**config.mk**
```make
export PLATFORM = sky130hd
export DESIGN_NAME = mhpq_cell
export DESIGN_NICKNAME = d
export VERILOG_FILES = /design/src/rtl/max_heap_priority_queue_macros.svh /design/src/rtl/mhpq_pkg.sv /design/src/rtl/mhpq_cell.sv
export SDC_FILE = /design/constraint.sdc
export NUM_CORES = 1
export LEC_CHECK = 0
export BUFFER_PORTS_ARGS = -buffer_cell sky130_fd_sc_hd__buf_2
export CAP_MARGIN = 10
export CORE_MARGIN = 2
export CORE_UTILIZATION = 50
export DETAILED_ROUTE_END_ITERATION = 7
export MAX_ROUTING_LAYER = met4
export PLACE_DENSITY = 0.95
export SLEW_MARGIN = 40
export SYNTH_ARGS = -nofsm -noshare
export SYNTH_HDL_FRONTEND = slang
export SYNTH_SLANG_ARGS = --single-unit
```
**constraint.sdc**
```tcl
create_clock -name clk -period 9.45 [get_ports clk]
set_clock_uncertainty 0.2 [all_clocks]
set_input_delay 1.89 -clock clk [delete_from_list [all_inputs] [get_ports clk]]
set_output_delay 1.89 -clock clk [all_outputs]
set_load 0.02 [all_outputs]
```
**src/rtl/max_heap_priority_queue_macros.svh**
```systemverilog
// Assertion macros shared by the priority queue RTL.
// Each macro expects a clock named clk and a synchronous reset named rst in scope.
`ifndef MAX_HEAP_PRIORITY_QUEUE_MACROS_SVH
`define MAX_HEAP_PRIORITY_QUEUE_MACROS_SVH

// Plain property, sampled on the rising edge and disabled during reset.
`define MHPQ_ASSERT(label, prop, msg) \
  label: assert property (@(posedge clk) disable iff (rst) prop) else $error(msg);

// Same-cycle implication.
`define MHPQ_ASSERT_IMP(label, ante, cons, msg) \
  `MHPQ_ASSERT(label, (ante) |-> (cons), msg)

// Next-cycle implication.
`define MHPQ_ASSERT_NXT(label, ante, cons, msg) \
  `MHPQ_ASSERT(label, (ante) |=> (cons), msg)

`endif

```
**src/rtl/mhpq_pkg.sv**
```systemverilog
// Shared types and constants for the max priority queue.
// No dependencies; used by mhpq_cell and max_heap_priority_queue.
package mhpq_pkg;

  localparam int CAPACITY_DEF = 64;
  localparam int KEY_W        = 32;

  // Operation codes carried in the input tuser.
  localparam logic MODE_INSERT = 1'b0;
  localparam logic MODE_REMOVE = 1'b1;

  typedef enum logic [1:0] {
    STATUS_OK        = 2'd0,
    STATUS_OVERFLOW  = 2'd1,
    STATUS_UNDERFLOW = 2'd2
  } status_t;

  // Operation broadcast to every cell of the row.
  typedef struct packed {
    logic                    ins;
    logic                    del;
    logic signed [KEY_W-1:0] key;
  } cell_op_t;

endpackage

```
**src/rtl/mhpq_cell.sv**
```systemverilog
// One cell of the sorted key row: holds one key and shifts with its neighbours.
// Depends on mhpq_pkg for the key width and the broadcast operation struct.
module mhpq_cell #(
  parameter int IDX   = 0,
  parameter int CNT_W = 7
) (
  input  logic                             clk,
  input  mhpq_pkg::cell_op_t               op,
  input  logic [CNT_W-1:0]                 count,
  input  logic                             left_gt,
  input  logic signed [mhpq_pkg::KEY_W-1:0] left_data,
  input  logic signed [mhpq_pkg::KEY_W-1:0] right_data,
  output logic signed [mhpq_pkg::KEY_W-1:0] data,
  output logic signed [mhpq_pkg::KEY_W-1:0] data_next,
  output logic                             gt
);
  import mhpq_pkg::*;

  logic occupied;

  assign occupied = CNT_W'(IDX) < count;
  // The held key stays ahead of the new key when it is at least as large.
  assign gt = occupied && (data >= op.key);

  always_comb begin
    data_next = data;
    if (op.del) begin
      data_next = right_data;
    end else if (op.ins && !gt) begin
      data_next = left_gt ? op.key : left_data;
    end
  end

  always_ff @(posedge clk) begin
    data <= data_next;
  end

endmodule

```
==> qor.yml, run 1 <==
outcome: "finished clean"
largest_reg_flops: 32
diodes: 0
fin_area_mm2: 0.00405
synth_edf_count: 0
path_buf_inv: 5
p_int_uw: 360
placed_cell_area_mm2: 0.00394
die_area_mm2: 0.00703
critPathTopFamily: "compound AO/OA/AOI/OAI gates"
leakage_uw: 0.00203
critPathCaptureType: "primary output"
max_clock_freq_ghz: 0.148
start_util_pct: 51.1
worstPathRequired_ps: 7360
synthCells: 376
synthFlopType: "dfxtp_1"
nNetsFinal: 672
vias_per_cell: 5.59
fillCellCount: 524
holdWs_ps: 463
final_common_cell: "buf_2"
period_minus_slack_ps: 6780
first_pass_iters: 4
vias: 3414
final_cell_mix: "buf_2 (170), a21oi_1 (58), nand2_1 (43)"
clk_latency_ps: 290
syn_to_final_growth_pct: 26.9
cp_max_fo: 17
overflow: 0
slowest_stage: "a22oi_2"
pwr-share-clk_pct: 17.4
clkTransAtPathRegs_ps: 80
hpwl_um: 7110
synth_seq_cells: 32
tritoncts: "yes"
drcViolationCount: 0
yosysWarnings: 0
p_per_area_mw_per_mm2: 166
antenna_found_initial: 0
ir_worst_vdd_mv: 0.113
globalplace.congestion: 0.871
setup_tns_ps: 0
cts_setup_buffers: 0
tightest_slew_ps: 806
cts_resized: 0
cp.arrival_ps: 4690
seqPwrFrac_pct: 27.8
clk_path_buf_depth: 2
combPwrFrac_pct: 54.8
wl_per_cell_um: 15.4
synthArstFlopShare_pct: 0
rows: 29
die_h_um: 83.9
seq_area_frac_synth_pct: 20.1
grt_pass1_vias: 3376
regMostFlops: "data"
timing_worst_setup_path_type: "in2out"
grt_max_degree: 65
die_width_um: 83.9
cts-htree-levels: 2
cap_viol_max_count: 0
core_area_mm2: 0.00624
maxSlewViolCount: 0
totalWireLength_um: 9410
drtAntennaViolNets: 0
num_io_pins: 172
cts_buffers: 5
p_switching_uw: 313
syn_area_mm2: 0.00319
synth_cell_types: 43
slew_headroom_pct: 46.3
syn_nets: 515
hold_viol: 0
hold_path_class: "reg2reg"
port_buffers: 171
cts_hold_buf: 0
fin_crit_sh_pct: 71.7
grtUsageTotal_pct: 26.4
path_cells: "buf_2 -> inv_1 -> ha_1 -> a21oi_1 -> nand2_1 -> a21oi_1 -> o211ai_1 -> a22oi_2 -> buf_6 -> buf_4 -> a21oi_2 -> o31ai_2 -> buf_2"
swShare_pct: 46.5
root_buffer: "clkbuf_8"
top_regs: "data x32"
grt_pass1_wl_um: 15000
rsz0062_at_grt: "false"
cp_slowest_stage_delay_ps: 520
avgSynthCellArea_um2: 8.48
worstSetupStartpointType: "input pin"
drt_iter0_drc: 131
drive_gt1_share_pct: 51.9
setup_viol: 0
cts_sinks: 32
==> per-stage QoR <==
stage / power (uW) / std cells / setup WS (ps) / util, %
4_1_cts: 673 / 610 / 2510 / 64.7
2_1_floorplan: 456 / 376 / 3280 / -
6_report: 673 / 611 / 2670 / 64.8
3_5_place_dp: 555 / 602 / 2520 / 63.2
3_3_place_gp: 540 / 602 / 2630 / 63.0
5_1_grt: 713 / 611 / 2440 / 64.8
==> routing by layer <==
layer | share of wire, % | GRT usage, % | up-vias
met5 | 0 | - | -
met4 | 2.0 | 10.7 | 0
met2 | 51 | 47.1 | 186
met3 | 7.1 | 4.06 | 20
li1 | - | - | 1655
met1 | 39 | 29.4 | 1553
==> power by group through the flow <==
stage / clock network, uW / logic [uW] / registers, uW
floorplan: 0 / 242 / 214
global placement: 0 / 353 / 187
detailed placement: 0 / 366 / 190
CTS: 119 / 368 / 187
global route: 123 / 400 / 190
finish: 117 / 369 / 187
==> area by class of cell <==
class	instances	area, um^2	share of cell area [%]
well taps	77	96.3	2.38
multi-input cells	284	2190	54.1
clock buffers	6	82.6	2.04
inverters	34	128	3.15
repair buffers	176	900	22.2
clock inverters	2	10.0	0.247
flip-flops and latches	32	641	15.8
==> path summary, 6_finish.rpt <==
| check | start | endpoint | slack, ps | depth (start not counted) |
|---|---|---|---|---|
| worst max register to register | data[30] | data[17] | 6330 | 10 |
| worst min-delay path | data[15] | data[15] | 460 | 2 |
| worst min register to register | data[15] | data[15] | 460 | 2 |
| worst max-delay path | op[30] | data_next[17] | 2670 | 13 |
==> worst register-to-register path, stage by stage, from the launching register on <==
cell      delay (ps)
dfxtp_1          400
ha_1             300
a21oi_1          160
nand2_1           60
a21oi_1          180
o211ai_1         300
a22oi_2          520
buf_6            210
buf_4            310
a21oi_2          130
o31ai_2          260
==> cells by family after synthesis <==
logic type	share of synthesized area, %
DFF	20.1
buffers and inverters	11.7
muxes	0.353
and+or+nand+nor	24.0
adders and majority gates	12.6
AOI/OAI and AO/OA	31.3
==> Yosys cell counts, drive strengths merged, types with 4 or more instances <==
master	instances	area [um^2]
nand2	43	161
nor3	33	315
dlygate4sd3	5	50.1
o21ai	4	20.0
o31ai	32	390
nand3	4	20.0
a21oi	78	465
nor2	31	116
inv	34	128
ha	32	400
clkbuf	10	71.3
nand4	8	71.3
buf	11	123
dfxtp	32	641
(Power assumes the default switching activity.)
==> inputs of run 2 (changes only) <==
Settings changed: CORE_UTILIZATION 50 to 42, PLACE_DENSITY 0.95 to 0.87.
Clock period 9.45 ns to 5.88 ns, I/O delays scaled along.
==> qor.yml, run 2 (synthesis gave the netlist of run 1 again) <==
hold_viol: 0  # unchanged
diodes: 0  # unchanged
die_width_um: 91.1  # +8.7%
p_per_area_mw_per_mm2: 265  # +60%
grtUsageMet3_pct: 3.82  # -0.24 points
cts-htree-levels: 2  # unchanged
max_clock_freq_ghz: 0.186
maxSlewViolCount: 0  # unchanged
clk_path_buf_depth: 2  # unchanged
hpwl_um: 7300  # +2.7%
outcome: "finished clean"
first_pass_iters: 4  # unchanged
final_cell_mix: "buf_2 (170), a21oi_1 (58), nand2_1 (43)"
vias_per_cell: 5.35  # -4.3%
cp.arrival_ps: 4010  # -680 ps
drtAntennaViolNets: 0  # unchanged
critPathCaptureType: "primary output"
core_area_mm2: 0.00729  # +17%
clkTransAtPathRegs_ps: 70  # about the same
antenna_found_initial: 0  # unchanged
cp.depth: 12  # -1
timing_worst_setup_path_type: "in2out"
cap_viol_max_count: 0  # unchanged
fin_crit_sh_pct: 91.6
slowest_stage: "o211ai_1"
grt_max_degree: 64  # -1.5%
totalWireLength_um: 9420  # about the same
grt_pass1_vias: 3371  # -0.15%
combPwrFrac_pct: 54.6  # -0.2 points
setup_tns_ps: 0  # unchanged
path_cells: "buf_2 -> inv_1 -> ha_1 -> nand4_2 -> inv_1 -> a21oi_1 -> o211ai_1 -> a22o_2 -> buf_4 -> nor3_2 -> o31ai_2 -> buf_2"
r2r_slack_ps: 2730  # -3600 ps
period_minus_slack_ps: 5380
placed_cell_area_mm2: 0.00398  # +0.89%
overflow: 0  # unchanged
top_usage_layer: "met2"
r2r-end: "data[18]"
cts_setup_buffers: 0  # unchanged
nNetsFinal: 673  # +0.15%
p_switching_uw: 492  # +57%
die_h_um: 91.1  # +8.7%
largest_reg_flops: 32  # unchanged
reg2reg_from: "data[27]"
worstSetupStartpointType: "input pin"
syn_to_final_growth_pct: 27.8
hold_path_class: "reg2reg"
regMostFlops: "data"
cp-endpoint: "data_next[18]"
critPathTopFamily: "compound AO/OA/AOI/OAI gates"
top_regs: "data x32"
seqPwrFrac_pct: 27.6  # -0.2 points
min_from: "data[22]"
grt_use_met1_pct: 26.4  # -3.0 points
leakage_uw: 0.00203  # about the same
path_buf_inv: 5  # unchanged
cp_max_fo: 15  # -2
drt_iter0_drc: 120  # -8.4%
ir_worst_vdd_mv: 0.136  # +21%
start_util_pct: 43.7  # -7.4 points
port_buffers: 171  # unchanged
grt_pass1_wl_um: 15500  # +3.2%
startpoint: "op[27]"
cts_sinks: 32  # unchanged
setup_viol: 0  # unchanged
cp_slowest_stage_delay_ps: 590  # +70 ps
cts_buffers: 5  # unchanged
rows: 31  # +6.9%
p_int_uw: 589  # +64%
grtUsageTotal_pct: 23.0  # -3.4 points
swShare_pct: 45.5  # -0.97 points
num_io_pins: 172  # unchanged
clk_latency_ps: 280  # about the same
worstPathRequired_ps: 4500  # -2860 ps
rsz0062_at_grt: "false"
cts_hold_buf: 0  # unchanged
globalplace.congestion: 0.845  # -3.0%
pwr-share-clk_pct: 17.9  # +0.5 points
die_area_mm2: 0.00830  # +18%
fin_area_mm2: 0.00407  # +0.68%
root_buffer: "clkbuf_8"
tritoncts: "yes"
cts_resized: 0  # unchanged
tightest_slew_ps: 726  # -80.0 ps
fillCellCount: 684  # +31%
drive_gt1_share_pct: 51.9  # unchanged
wl_per_cell_um: 14.9  # -3.4%
met2_usage_pct: 41.0  # -6.0 points
holdWs_ps: 460  # -2.27 ps
slew_headroom_pct: 51.4  # +5.1 points
reg2reg_depth: 9  # -1
final_common_cell: "buf_2"
vias: 3384  # -0.88%
drcViolationCount: 0  # unchanged
[run 2: layout make-up]
cell class / instances / area (um^2) / area share [%]
multi-input cells: 284 / 2180 / 53.6
repair buffers: 177 / 903 / 22.2
flip-flops and latches: 32 / 641 / 15.7
inverters: 34 / 128 / 3.13
well taps: 99 / 124 / 3.04
clock buffers: 7 / 96.3 / 2.36
[run 2: power by group through the flow]
| stage | sequential (uW) | clock (uW) | combinational (uW) |
|---|---|---|---|
| finish | 298 | 194 | 590 |
| global route | 303 | 207 | 644 |
| floorplan | 344 | 0 | 388 |
| global placement | 301 | 0 | 573 |
| CTS | 298 | 199 | 592 |
| detailed placement | 303 | 0 | 590 |
[run 2: how the worst min path moves through the flow]
stage	to	slack [ps]	cells after the start
after floorplan	data[11]	600	2
after global placement	data[21]	440	2
after detailed placement	data[22]	460	2
after CTS	data[22]	470	2
after global routing	data[10]	490	2
final	data[22]	460	2
[run 2: per-layer routing]
layer  routed length [um]  vias up
met5                    0        -
met4                  130        0
met3                  544       13
met2                 4960      132
met1                 3780     1574
li1                     -     1665
[run 2: stage by stage]
stage	power (uW)	worst slack [ps]	std cells	util (%)
after detailed placement	892	529	626	54.5
after global routing	1150	288	633	55.9
after floorplan	732	1140	376	-
final	1080	496	633	55.9
after CTS	1090	528	633	55.9
after global placement	874	633	626	54.5
[run 2: worst min-delay path: stages, from the launching register on]
cell	delay, ps
dfxtp_1	340
nor3_2	190
o31ai_2	90
==> inputs of run 3 (changes only) <==
Settings changed: RECOVER_POWER set to 25.
==> qor.yml, run 3 (synthesis gave the netlist of run 1 again) <==
outcome: "finished clean"
cp_max_fo: 15  # unchanged
max_clock_freq_ghz: 0.186  # about the same
hpwl_um: 7300  # unchanged
cts_resized: 0  # unchanged
root_buffer: "clkbuf_8"
cp.arrival_ps: 4000  # about the same
worstSetupStartpointType: "input pin"
largest_reg_flops: 32  # unchanged
cts-htree-levels: 2  # unchanged
clk_path_buf_depth: 2  # unchanged
period_minus_slack_ps: 5380  # -4.85 ps
grt_pass1_wl_um: 15500  # unchanged
cts_setup_buffers: 0  # unchanged
clkTransAtPathRegs_ps: 70  # about the same
core_area_mm2: 0.00729  # unchanged
first_pass_iters: 4  # unchanged
ir_worst_vdd_mv: 0.135  # -0.68%
totalWireLength_um: 9400  # -0.23%
nNetsFinal: 673  # unchanged
rsz0062_at_grt: "false"
drive_gt1_share_pct: 47.4  # -4.5 points
grt_pass1_vias: 3371  # unchanged
setup_viol: 0  # unchanged
holdWs_ps: 463  # +2.41 ps
rows: 31  # unchanged
worstPathRequired_ps: 4500  # about the same
hold_viol: 0  # unchanged
timing_worst_setup_path_type: "in2out"
slew_headroom_pct: 51.4  # about the same
maxSlewViolCount: 0  # unchanged
drt_iter0_drc: 128  # +6.7%
diodes: 0  # unchanged
grt_max_degree: 64  # unchanged
hold_path_class: "reg2reg"
overflow: 0  # unchanged
cts_buffers: 5  # unchanged
wl_per_cell_um: 14.8  # -0.23%
port_buffers: 171  # unchanged
syn_to_final_growth_pct: 26.8
grtUsageTotal_pct: 23.0  # unchanged
leakage_uw: 0.00196  # -3.5%
cp_slowest_stage_delay_ps: 590  # about the same
antenna_found_initial: 0  # unchanged
tritoncts: "yes"
vias_per_cell: 5.33  # -0.27%
cts_hold_buf: 0  # unchanged
slowest_stage: "o211ai_1"
drcViolationCount: 0  # unchanged
setup_tns_ps: 0  # unchanged
globalplace.congestion: 0.845  # unchanged
p_per_area_mw_per_mm2: 266  # about the same
regMostFlops: "data"
fillCellCount: 695  # +1.6%
fin_crit_sh_pct: 91.5  # about the same
num_io_pins: 172  # unchanged
die_width_um: 91.1  # unchanged
critPathCaptureType: "primary output"
drtAntennaViolNets: 0  # unchanged
tightest_slew_ps: 725  # -0.500 ps
clk_latency_ps: 280  # about the same
start_util_pct: 43.7  # unchanged
top_regs: "data x32"
final_cell_mix: "buf_2 (146), a21oi_1 (58), nand2_1 (43)"
die_h_um: 91.1  # unchanged
cts_sinks: 32  # unchanged
vias: 3375  # -0.27%
path_cells: "buf_2 -> inv_1 -> ha_1 -> nand4_2 -> inv_1 -> a21oi_1 -> o211ai_1 -> a22o_2 -> buf_4 -> nor3_2 -> o31ai_2 -> buf_2"
final_common_cell: "buf_2"
cap_viol_max_count: 0  # unchanged
die_area_mm2: 0.00830  # unchanged
-- run 3: where the power goes --
| group | switching (uW) | total [uW] | internal [uW] |
|---|---|---|---|
| Combinational | 362 | 582 | 220 |
| Sequential | 41.6 | 299 | 257 |
| Clock | 89.3 | 194 | 105 |
| Total | 493 | 1070 | 581 |
-- run 3: per-layer routing --
layer	part of all wire [%]	up-vias	global-route usage (%)	wire, um
li1	-	1664	-	-
met1	41	1562	26.4	3830
met2	52	134	41.0	4920
met3	5.4	15	3.82	509
met4	1.4	0	6.69	136
met5	0	-	-	0
-- run 3: area by class of cell --
| class | instances | area, um^2 | area share (%) |
|---|---|---|---|
| repair buffers | 177 | 873 | 21.6 |
| multi-input cells | 284 | 2180 | 54.0 |
| well taps | 99 | 124 | 3.06 |
| inverters | 34 | 128 | 3.16 |
| clock buffers | 7 | 96.3 | 2.38 |
| flip-flops and latches | 32 | 641 | 15.8 |
-- run 3: through the flow --
step                setup WS (ps)  cells  total power [uW]  instance area (um^2)  util (%)
finish                        501    633              1070                  4040      55.5
global route                  288    633              1150                  4040      55.5
detailed placement            529    626               892                  3980      54.5
CTS                           528    633              1090                  4070      55.9
global placement              633    626               874                  3980      54.5
floorplan                    1140    376               732                  3190         -
-- run 3: worst paths after layout --
check / from / endpoint / slack, ps / cells after the start
setup / recovery: op[27] / data_next[18] / 500 / 12
hold / removal: data[22] / data[22] / 460 / 2
setup reg to reg: data[27] / data[18] / 2740 / 9
hold reg to reg: data[22] / data[22] / 460 / 2
-- run 3: critical path: cells and delay by family --
kind | cells | cell delay [ps]
AO/OA/AOI/OAI | 4 | 1520
adder cells (fa/ha/maj) | 1 | 330
buffers and inverters | 5 | 720
AND/OR/NAND/NOR | 2 | 230
